$ cat config.mk
export PLATFORM = sky130hd
export DESIGN_NAME = nns_steer
export DESIGN_NICKNAME = d
export VERILOG_FILES = /design/src/hdl/assert_macros.svh /design/src/hdl/nns_pkg.sv /design/src/hdl/nns_steer.sv
export SDC_FILE = /design/constraint.sdc
export NUM_CORES = 1
export LEC_CHECK = 0
export BUFFER_PORTS_ARGS = -buffer_cell sky130_fd_sc_hd__buf_2
export CAP_MARGIN = 40
export CORE_MARGIN = 10
export CORE_UTILIZATION = 50
export DETAILED_ROUTE_END_ITERATION = 8
export GPL_ROUTABILITY_DRIVEN = 0
export PLACE_DENSITY = 0.65
export SETUP_SLACK_MARGIN = 0.4
export SLEW_MARGIN = 15
export SYNTH_ARGS = -nofsm -noshare
export SYNTH_HDL_FRONTEND = slang
export SYNTH_SLANG_ARGS = --single-unit
$ cat constraint.sdc
create_clock -name clk_i -period 7.2 [get_ports clk_i]
set_clock_uncertainty 0.1 [all_clocks]
set_input_delay 1.44 -clock clk_i [delete_from_list [all_inputs] [get_ports clk_i]]
set_output_delay 1.44 -clock clk_i [all_outputs]
set_load 0.01 [all_outputs]
$ cat src/hdl/assert_macros.svh
// Assertion macros for the nearest node steer RTL.
// No dependencies; included by files that check their own logic.
`ifndef ASSERT_MACROS_SVH
`define ASSERT_MACROS_SVH
`ifndef SYNTHESIS
// checked only while out of reset
`define NNS_ASSERT(lbl, prop, msg) \
  lbl: assert property (@(posedge clk_i) disable iff (!rst_ni) prop) else $error(msg);
// checked at every edge, reset included
`define NNS_ASSERT_ALWAYS(lbl, prop, msg) \
  lbl: assert property (@(posedge clk_i) prop) else $error(msg);
`else
`define NNS_ASSERT(lbl, prop, msg)
`define NNS_ASSERT_ALWAYS(lbl, prop, msg)
`endif
`endif

$ cat src/hdl/nns_pkg.sv
// Package for the nearest node steer block: sizes, codes, steering request.
// No dependencies.
package nns_pkg;
  localparam int MAX_NODES  = 4096;
  localparam int COORD_BITS = 10;
  localparam int IDX_BITS   = $clog2(MAX_NODES);
  localparam int CNT_BITS   = IDX_BITS + 1;
  localparam int DSQ_BITS   = 2 * COORD_BITS + 1;
  localparam int STEP_BITS  = 6;
  localparam int MIND_BITS  = 11;
  localparam int OUT_BITS   = 12;
  localparam int FRAC_BITS  = 16;

  localparam logic [1:0] STATUS_OK    = 2'd0;
  localparam logic [1:0] STATUS_EMPTY = 2'd1;
  localparam logic [1:0] STATUS_FULL  = 2'd2;

  localparam logic OP_INSERT = 1'b0;
  localparam logic OP_QUERY  = 1'b1;

  localparam logic REG_STEP_LENGTH = 1'b0;
  localparam logic REG_MIN_DIST    = 1'b1;

  typedef struct packed {
    logic signed [COORD_BITS:0] dx;
    logic signed [COORD_BITS:0] dy;
    logic [COORD_BITS-1:0]      near_x;
    logic [COORD_BITS-1:0]      near_y;
    logic [DSQ_BITS-1:0]        dsq;
    logic [STEP_BITS-1:0]       step;
  } steer_req_t;
endpackage

$ cat src/hdl/nns_steer.sv
// Steering unit: per axis a restoring divide, a digit-by-digit square root,
// a multiply by step length and a truncating add. Depends on nns_pkg.
module nns_steer import nns_pkg::*; (
  input  logic                       clk_i,
  input  logic                       rst_ni,
  input  logic                       start_i,
  input  steer_req_t                 req_i,
  output logic                       done_o,
  output logic signed [OUT_BITS-1:0] step_x_o,
  output logic signed [OUT_BITS-1:0] step_y_o
);
  localparam int Q_W   = 2 * FRAC_BITS + 1;
  localparam int RT_W  = 2 * FRAC_BITS + 2;
  localparam int F_W   = FRAC_BITS + 1;
  localparam int OFF_W = STEP_BITS + F_W;
  localparam int P_W   = COORD_BITS + FRAC_BITS + 2;
  localparam int IT_W  = $clog2(2 * FRAC_BITS);
  localparam logic [IT_W-1:0] DIV_LAST  = IT_W'(2 * FRAC_BITS - 1);
  localparam logic [IT_W-1:0] ROOT_LAST = IT_W'(FRAC_BITS);

  localparam logic [2:0] ST_IDLE = 3'd0;
  localparam logic [2:0] ST_SQR  = 3'd1;
  localparam logic [2:0] ST_DIV0 = 3'd2;
  localparam logic [2:0] ST_DIV  = 3'd3;
  localparam logic [2:0] ST_ROOT = 3'd4;
  localparam logic [2:0] ST_MUL  = 3'd5;
  localparam logic [2:0] ST_ADD  = 3'd6;

  logic [2:0]                 state_q;
  logic                       axis_q, done_q;
  logic [IT_W-1:0]            iter_q;
  steer_req_t                 req_q;
  logic [2*COORD_BITS-1:0]    num_q;
  logic [DSQ_BITS-1:0]        r_q;
  logic [Q_W-1:0]             q_q;
  logic [RT_W-1:0]            v_q, res_q, bit_q;
  logic [OFF_W-1:0]           off_q;
  logic signed [OUT_BITS-1:0] sx_q, sy_q;

  logic signed [COORD_BITS:0] cur_d;
  logic [COORD_BITS:0]        mag_w;
  logic [COORD_BITS-1:0]      cur_near;
  logic [DSQ_BITS:0]          r_sh;
  logic                       r_ge, n_ge;
  logic [RT_W-1:0]            trial;
  logic                       v_ge;
  logic signed [P_W-1:0]      base, offs, p_sum, p_neg;
  logic signed [P_W-1:0]      p_trunc;

  assign cur_d    = axis_q ? req_q.dy : req_q.dx;
  assign cur_near = axis_q ? req_q.near_y : req_q.near_x;
  assign mag_w    = cur_d[COORD_BITS] ? (COORD_BITS+1)'(-cur_d) : cur_d;
  assign n_ge     = {1'b0, num_q} >= req_q.dsq;
  assign r_sh     = {r_q, 1'b0};
  assign r_ge     = r_sh >= {1'b0, req_q.dsq};
  assign trial    = res_q + bit_q;
  assign v_ge     = v_q >= trial;
  assign base     = $signed({2'b00, cur_near, {FRAC_BITS{1'b0}}});
  assign offs     = $signed(P_W'(off_q));
  assign p_sum    = cur_d[COORD_BITS] ? base - offs : base + offs;
  assign p_neg    = -p_sum;
  // truncate toward zero, the whole sum
  assign p_trunc  = p_sum[P_W-1] ? -(p_neg >>> FRAC_BITS) : (p_sum >>> FRAC_BITS);

  always_ff @(posedge clk_i or negedge rst_ni) begin
    if (!rst_ni) begin
      state_q <= ST_IDLE;
      axis_q  <= 1'b0;
      done_q  <= 1'b0;
      iter_q  <= '0;
    end else begin
      // done: zero distance right after start, or after the second axis
      done_q <= ((state_q == ST_IDLE) && start_i && (req_i.dsq == '0)) ||
                ((state_q == ST_ADD) && axis_q);
      unique case (state_q)
        ST_IDLE: begin
          if (start_i) begin
            axis_q <= 1'b0;
            if (req_i.dsq != '0) begin
              state_q <= ST_SQR;
            end
          end
        end
        ST_SQR:  state_q <= ST_DIV0;
        ST_DIV0: begin
          state_q <= ST_DIV;
          iter_q  <= '0;
        end
        ST_DIV: begin
          if (iter_q == DIV_LAST) begin
            state_q <= ST_ROOT;
            iter_q  <= '0;
          end else begin
            iter_q <= iter_q + 1'b1;
          end
        end
        ST_ROOT: begin
          iter_q <= iter_q + 1'b1;
          if (iter_q == ROOT_LAST) begin
            state_q <= ST_MUL;
          end
        end
        ST_MUL:  state_q <= ST_ADD;
        ST_ADD: begin
          if (axis_q) begin
            state_q <= ST_IDLE;
          end else begin
            axis_q  <= 1'b1;
            state_q <= ST_SQR;
          end
        end
        default: state_q <= ST_IDLE;
      endcase
    end
  end

  always_ff @(posedge clk_i) begin
    unique case (state_q)
      ST_IDLE: begin
        if (start_i) begin
          req_q <= req_i;
          sx_q  <= $signed(OUT_BITS'(req_i.near_x));
          sy_q  <= $signed(OUT_BITS'(req_i.near_y));
        end
      end
      ST_SQR:  num_q <= (2*COORD_BITS)'(mag_w[COORD_BITS-1:0] * mag_w[COORD_BITS-1:0]);
      ST_DIV0: begin
        r_q <= n_ge ? DSQ_BITS'({1'b0, num_q} - req_q.dsq) : DSQ_BITS'(num_q);
        q_q <= Q_W'(n_ge);
      end
      ST_DIV: begin
        r_q <= r_ge ? DSQ_BITS'(r_sh - {1'b0, req_q.dsq}) : DSQ_BITS'(r_sh);
        q_q <= {q_q[Q_W-2:0], r_ge};
        if (iter_q == DIV_LAST) begin
          v_q   <= {1'b0, q_q[Q_W-2:0], r_ge};
          res_q <= '0;
          bit_q <= RT_W'(1) << (2 * FRAC_BITS);
        end
      end
      ST_ROOT: begin
        if (v_ge) begin
          v_q   <= v_q - trial;
          res_q <= (res_q >> 1) + bit_q;
        end else begin
          res_q <= res_q >> 1;
        end
        bit_q <= bit_q >> 2;
      end
      ST_MUL:  off_q <= OFF_W'(req_q.step * res_q[F_W-1:0]);
      ST_ADD: begin
        if (axis_q) begin
          sy_q <= p_trunc[OUT_BITS-1:0];
        end else begin
          sx_q <= p_trunc[OUT_BITS-1:0];
        end
      end
      default: ;
    endcase
  end

  assign done_o   = done_q;
  assign step_x_o = sx_q;
  assign step_y_o = sy_q;
endmodule

# Yosys cells after proc, flatten, opt, wreduce, memory -nomap -nowiden
# Cells that the tools add are included.
[word_totals]
register_bits = 301
mem_count = 0
romBits = 0
latchBits = 0
ram_bits = 0
[classes]
reduce_logical = 18
addsub = 11
muxes = 33
eq_ne = 15
shifts = 0
n_mul = 2
div = 0
magnitude_cmp = 3
bitwise_logic = 0
[ops]
columns = ["cell", "n"]
rows = [
  ["34-bit case mux with 2 select lines", 3],
  ["34-bit 2-to-1 mux", 5],
  ["32-bit case mux with 2 select lines", 1],
  ["12-bit 2-to-1 mux", 5],
  ["12-bit case mux with 2 select lines", 2],
  ["21-bit 2-to-1 mux", 2],
  ["21-bit case mux with 2 select lines", 1],
  ["33-bit by 34-bit adder with 34-bit output", 1],
  ["34-bit adder", 1],
  ["34-bit greater-or-equal comparator", 1],
  ["34-bit subtractor", 1],
  ["28-bit 2-to-1 mux", 1],
  ["28-bit negation", 1],
  ["26-bit by 23-bit adder with 27-bit output", 1],
  ["26-bit by 23-bit subtractor with 27-bit output", 1],
  ["6-bit by 17-bit multiplier with 23-bit output", 1],
  ["22-bit by 21-bit greater-or-equal comparator with 1-bit output", 1],
  ["20-bit by 21-bit greater-or-equal comparator with 1-bit output", 1],
  ["21-bit zero test", 1],
  ["3-bit case mux with 7 select lines", 1],
  ["21-bit nonzero test", 1],
  ["20-bit by 21-bit subtractor with 21-bit output", 1],
  ["21-bit subtractor", 1],
  ["10-bit by 10-bit multiplier with 20-bit output", 1],
  ["24 further kinds", 46],
]

# Logic depth before layout (Yosys ltp)
[depth]
depth_word = 8
ltp_mapped = 30
mapped_depth_nobuf = 27

# Least setup slack after synthesis
# Ideal clock, no wire load.
[synth_timing]
path_type = "reg-to-reg"
start = "register axis_q"
end = "register num_q[19] (data pin)"
required_time_ps = 6836
setup_slack_ps = 73
stages_incl_launch_ff = 28
t_arrival_ps = 6764
setup_time_ps = 264
cell_sequence = "dfrtp_1 > clkbuf_1 > clkbuf_1 > mux2i_1 > clkbuf_1 > ha_1 > nand2_1 > o21ai_0 > xor2_1 > inv_1 > nor2_1 > fa_1 > fa_1 > inv_1 > fa_1 > inv_1 > fa_1 > fa_1 > ha_1 > and3_1 > a21oi_1 > a31oi_1 > o21ai_0 > nand2b_1 > a41oi_1 > a21oi_1 > a211oi_1 > xnor2_1"
[synth_between]
elab_chain_len = 4
[synth_rtl]
columns = ["item", "line", "text"]
rows = [
  ["start, declared", "nns_steer.sv:30", "logic axis_q, done_q;"],
  ["start signal, assigned", "nns_steer.sv:68", "axis_q <= 1'b0;"],
  ["start signal, assigned", "nns_steer.sv:78", "axis_q <= 1'b0;"],
  ["start signal, assigned", "nns_steer.sv:108", "axis_q <= 1'b1;"],
  ["11-bit 2-to-1 mux (*)", "nns_steer.sv:50", "assign cur_d = axis_q ? req_q.dy : req_q.dx;"],
  ["10-bit negation", "nns_steer.sv:52", "assign mag_w = cur_d[COORD_BITS] ? (COORD_BITS+1)'(-cur_d) : cur_d;"],
  ["10-bit 2-to-1 mux (*)", "nns_steer.sv:52", ""],
  ["10-bit by 10-bit multiplier with 20-bit output (*)", "nns_steer.sv:126", "ST_SQR: num_q <= (2*COORD_BITS)'(mag_w[COORD_BITS-1:0] * mag_w[COORD_BITS-1:0]);"],
  ["end signal, assigned", "nns_steer.sv:126", ""],
  ["end, declared", "nns_steer.sv:33", "logic [2*COORD_BITS-1:0] num_q;"],
]
# Every way passes the cells marked *; elsewhere a longest branch is shown, timed or not.
# A chain may end at the register's enable or synchronous reset.

# Worst setup path after layout
# Same ends and word-level chain as after synthesis.

==> impl_metrics.env <==
export IMPL_status="finished, final reports clean"
export IMPL_setup_viol=0
export IMPL_postSynthCellCount=2527
export IMPL_leakage_nw=11.5
export IMPL_dp_hpwl_mm=44.7
export IMPL_drtAntennaViolNets=0
export IMPL_num_vias=19000
export IMPL_slowest_stage="fa_1"
export IMPL_yosys_most_used_dff="edfxtp_1"
export IMPL_cp_cell_sequence="buf_4, o32ai_1, nand2_1, o21ai_2, o21a_1, xor2_2, nand2_1, fa_1, fa_1, inv_1, fa_1, fa_1, inv_1, fa_1, inv_1, ha_1, inv_1, a31oi_1, o21ai_0, nand2b_1, a41oi_2, a21oi_2, a211oi_2, xnor2_1"
export IMPL_cp_end_kind="flop"
export IMPL_cts_max_level=2
export IMPL_post_route_period_util_pct=89.9
export IMPL_synthSimpleGateAreaFrac_pct=16.4
export IMPL_critPathArrivalTime_ns=6.69
export IMPL_synthAdderAreaFrac_pct=20.0
export IMPL_cts_tree="yes"
export IMPL_grt_overflow_total=0
export IMPL_grt_max_degree=70
export IMPL_dieWidth_um=240
export IMPL_nets=3002
export IMPL_ios=97
export IMPL_slew_headroom_pct=39.7
export IMPL_fp_row_count=80
export IMPL_worst_setup_path_type="flop to flop"
export IMPL_path_max_fanout=6
export IMPL_synth_top_family_by_area="adder cells"
export IMPL_fmax_mhz=154
export IMPL_synth_nets=2918
export IMPL_cts_buffers_inserted=35
export IMPL_start_util_pct=50.6
export IMPL_finalSetupTns_ns=0
export IMPL_wl_mm=58.8
export IMPL_cts_sinks=283
export IMPL_antenna_found_initial=2
export IMPL_yosysTopAreaCell="edfxtp_1"
export IMPL_cpMostUsedCell="fa_1"
export IMPL_clk_latency_ns=0.57
export IMPL_worst_path_buf_inv=5
export IMPL_ir_drop_mv=0.185
export IMPL_power_density_nw_per_um2=137
export IMPL_worstPathRequired_ns=7.42
export IMPL_grt_pass1_wl_mm=97.0
export IMPL_layout_drive_gt1_share_pct=10.5
export IMPL_synthXorXnorAreaFrac_pct=6.74
export IMPL_hold_class="flop to flop"
export IMPL_synthTopCellsByArea="edfxtp_1, ha_1, fa_1, nand2_1, xnor2_1"
export IMPL_dieArea_um2=57500
export IMPL_port_buffers=96
export IMPL_clockRootBuffer="clkbuf_16"
export IMPL_placeableCoreArea_um2=47700
export IMPL_finalCriticalPeriod_ns=6.47
export IMPL_post_drt_wl_per_cell_um=18.1
export IMPL_syn_area_per_cell_um2=9.56
export IMPL_rsz0062_at_grt="no"
export IMPL_hold_viol=0
export IMPL_cts_max_path_buffers=3
export IMPL_ys_async_sr_fraction_pct=3.53
export IMPL_synth_warnings=0
export IMPL_synth_seq_cells=283
export IMPL_yosysUniqueCellTypes=87
export IMPL_setup_ws_ns=0.726
export IMPL_max_cap_violations=0
export IMPL_die_h_um=240
export IMPL_yosysSeqAreaShare_pct=35.0
export IMPL_synth_mux_area_share_pct=1.90
export IMPL_drc=0
export IMPL_netlist_area_um2=24200
export IMPL_grt_usage_pct=20.6
export IMPL_grt_pass1_vias=18700
export IMPL_tightest_slew_ns=0.894
export IMPL_cp_slowest_stage_delay_ns=0.55
export IMPL_path_clk_slew_ns=0.07
export IMPL_avgViaCountPerCell=5.85
export IMPL_dr_pass1_iters=5
export IMPL_synth_edf_count=273
export IMPL_crit_path_start_kind="flop"
export IMPL_dpl_worst_slack_ns=0.188
export IMPL_synth_compound_area_share_pct=15.2
export IMPL_crit_family="adder cells"
export IMPL_yosys_area_top_type_share_pct=33.9
export IMPL_maxSlewViolCount=0
export IMPL_drtIter0Drc=1190
export IMPL_syn_to_final_growth_pct=10.6
[metrics by stage]
step / cell area (um^2) / hold slack (ns) / total power, W / utilization, % / std cells
2_1_floorplan: 24200 / 0.356 / 0.00183 / - / 2527
3_3_place_gp: 25300 / 0.387 / 0.00185 / 53.0 / 3179
3_5_place_dp: 25300 / 0.399 / 0.00185 / 53.1 / 3181
4_1_cts: 26600 / 0.408 / 0.00370 / 55.7 / 3247
5_1_grt: 26700 / 0.425 / 0.00376 / 56.0 / 3253
6_report: 26700 / 0.406 / 0.00366 / 56.0 / 3254
[layout make-up]
type,count,area [um^2]
Fill cell,4129,21000
Multi-Input combinational cell,1940,14700
Sequential cell,283,8450
Clock buffer,40,916
Timing Repair Buffer,138,806
Inverter,213,800
Tap cell,615,769
Clock inverter,23,278
Antenna cell,2,5.00
[cells in the final DEF, fill, tap and decap left out, drive strengths merged, types with 67 or more instances in the layout]
cell and count:
a21oi 138, xor2 91, nor2 193, edfxtp 273
ha 208, inv 216, xnor2 95, buf 136
and3 67, fa 111, nand2 270, o21ai 137
[flip-flops by register name (all words and copies together) (netlist names)]
| register | flops |
|---|---|
| v_q | 34 |
| axis_q | 1 |
| iter_q | 5 |
| q_q | 32 |
| step_y_o | 12 |
| num_q | 19 |
| req_q | 69 |
| res_q | 34 |
| r_q | 21 |
| step_x_o | 12 |
| state_q | 3 |
| bit_q | 17 |
| done_o | 1 |
| off_q | 23 |
[Yosys cell counts, drive strengths merged, types with 6 or more instances]
| master | number |
|---|---|
| edfxtp | 273 |
| nand2 | 270 |
| inv | 211 |
| ha | 208 |
| nor2 | 193 |
| a21oi | 138 |
| o21ai | 137 |
| fa | 111 |
| xnor2 | 95 |
| xor2 | 91 |
| clkbuf | 84 |
| and3 | 67 |
| nor3 | 49 |
| and2 | 43 |
| nand3 | 43 |
| a211oi | 40 |
| a21o | 40 |
| a31oi | 40 |
| mux2i | 32 |
| nand4 | 27 |
| nand2b | 24 |
| or3 | 23 |
| nor4 | 21 |
| o21a | 21 |
| nor2b | 20 |
| o21bai | 18 |
| o31ai | 18 |
| o211ai | 17 |
| a31o | 14 |
| mux2 | 12 |
| dfrtp | 10 |
| o311ai | 10 |
| or2 | 10 |
| and4 | 8 |
| a21boi | 7 |
| buf | 7 |
| or4 | 7 |
| nor3b | 6 |
| o22ai | 6 |
| o32ai | 6 |
[metal layers]
metal | global-route usage, % | vias up | routed length, um
met3 | 2.72 | 82 | 3020
met2 | 33.4 | 474 | 27700
met1 | 28.1 | 9236 | 26700
met4 | 6.37 | 0 | 1400
li1 | - | 9230 | -
met5 | 0 | - | 0
[power by group]
part           switching [W]  internal (W)
clock network       0.000733       0.00111
registers                  0       0.00179
logic              0.0000165     0.0000166
total               0.000749       0.00291
[cells by family (layout without fill, tap and decap cells)]
group	count (synthesis)	after routing
buffers and inverters	304	414
other	0	2
muxes	44	44
DFF	283	283
AOI/OAI and AO/OA	569	569
adders and majority gates	319	319
xor gates and xnor gates	186	186
and+or+nand+nor	822	822
[final timing paths]
kind / from / endpoint / slack (ns) / depth (start not counted)
worst max-delay path: axis_q / num_q[19] / 0.73 / 24
worst min-delay path: iter_q[3] / iter_q[3] / 0.41 / 1
worst max register to register: axis_q / num_q[19] / 0.73 / 24
worst min register to register: iter_q[3] / iter_q[3] / 0.41 / 1
max in group asynchronous: rst_ni / axis_q / 6.11 / 1
min in group asynchronous: rst_ni / state_q[0] / 0.65 / 1
[repair_timing]
action / 4_1_cts / 5_1_grt
resized for setup: 3 / 28
endpoints found under the setup margin: 5 / 6
buffers inserted: 3 / 3
pin swaps: 0 / 6
hold buffers: 0 / 0
Power figures use the tool's default switching activity.
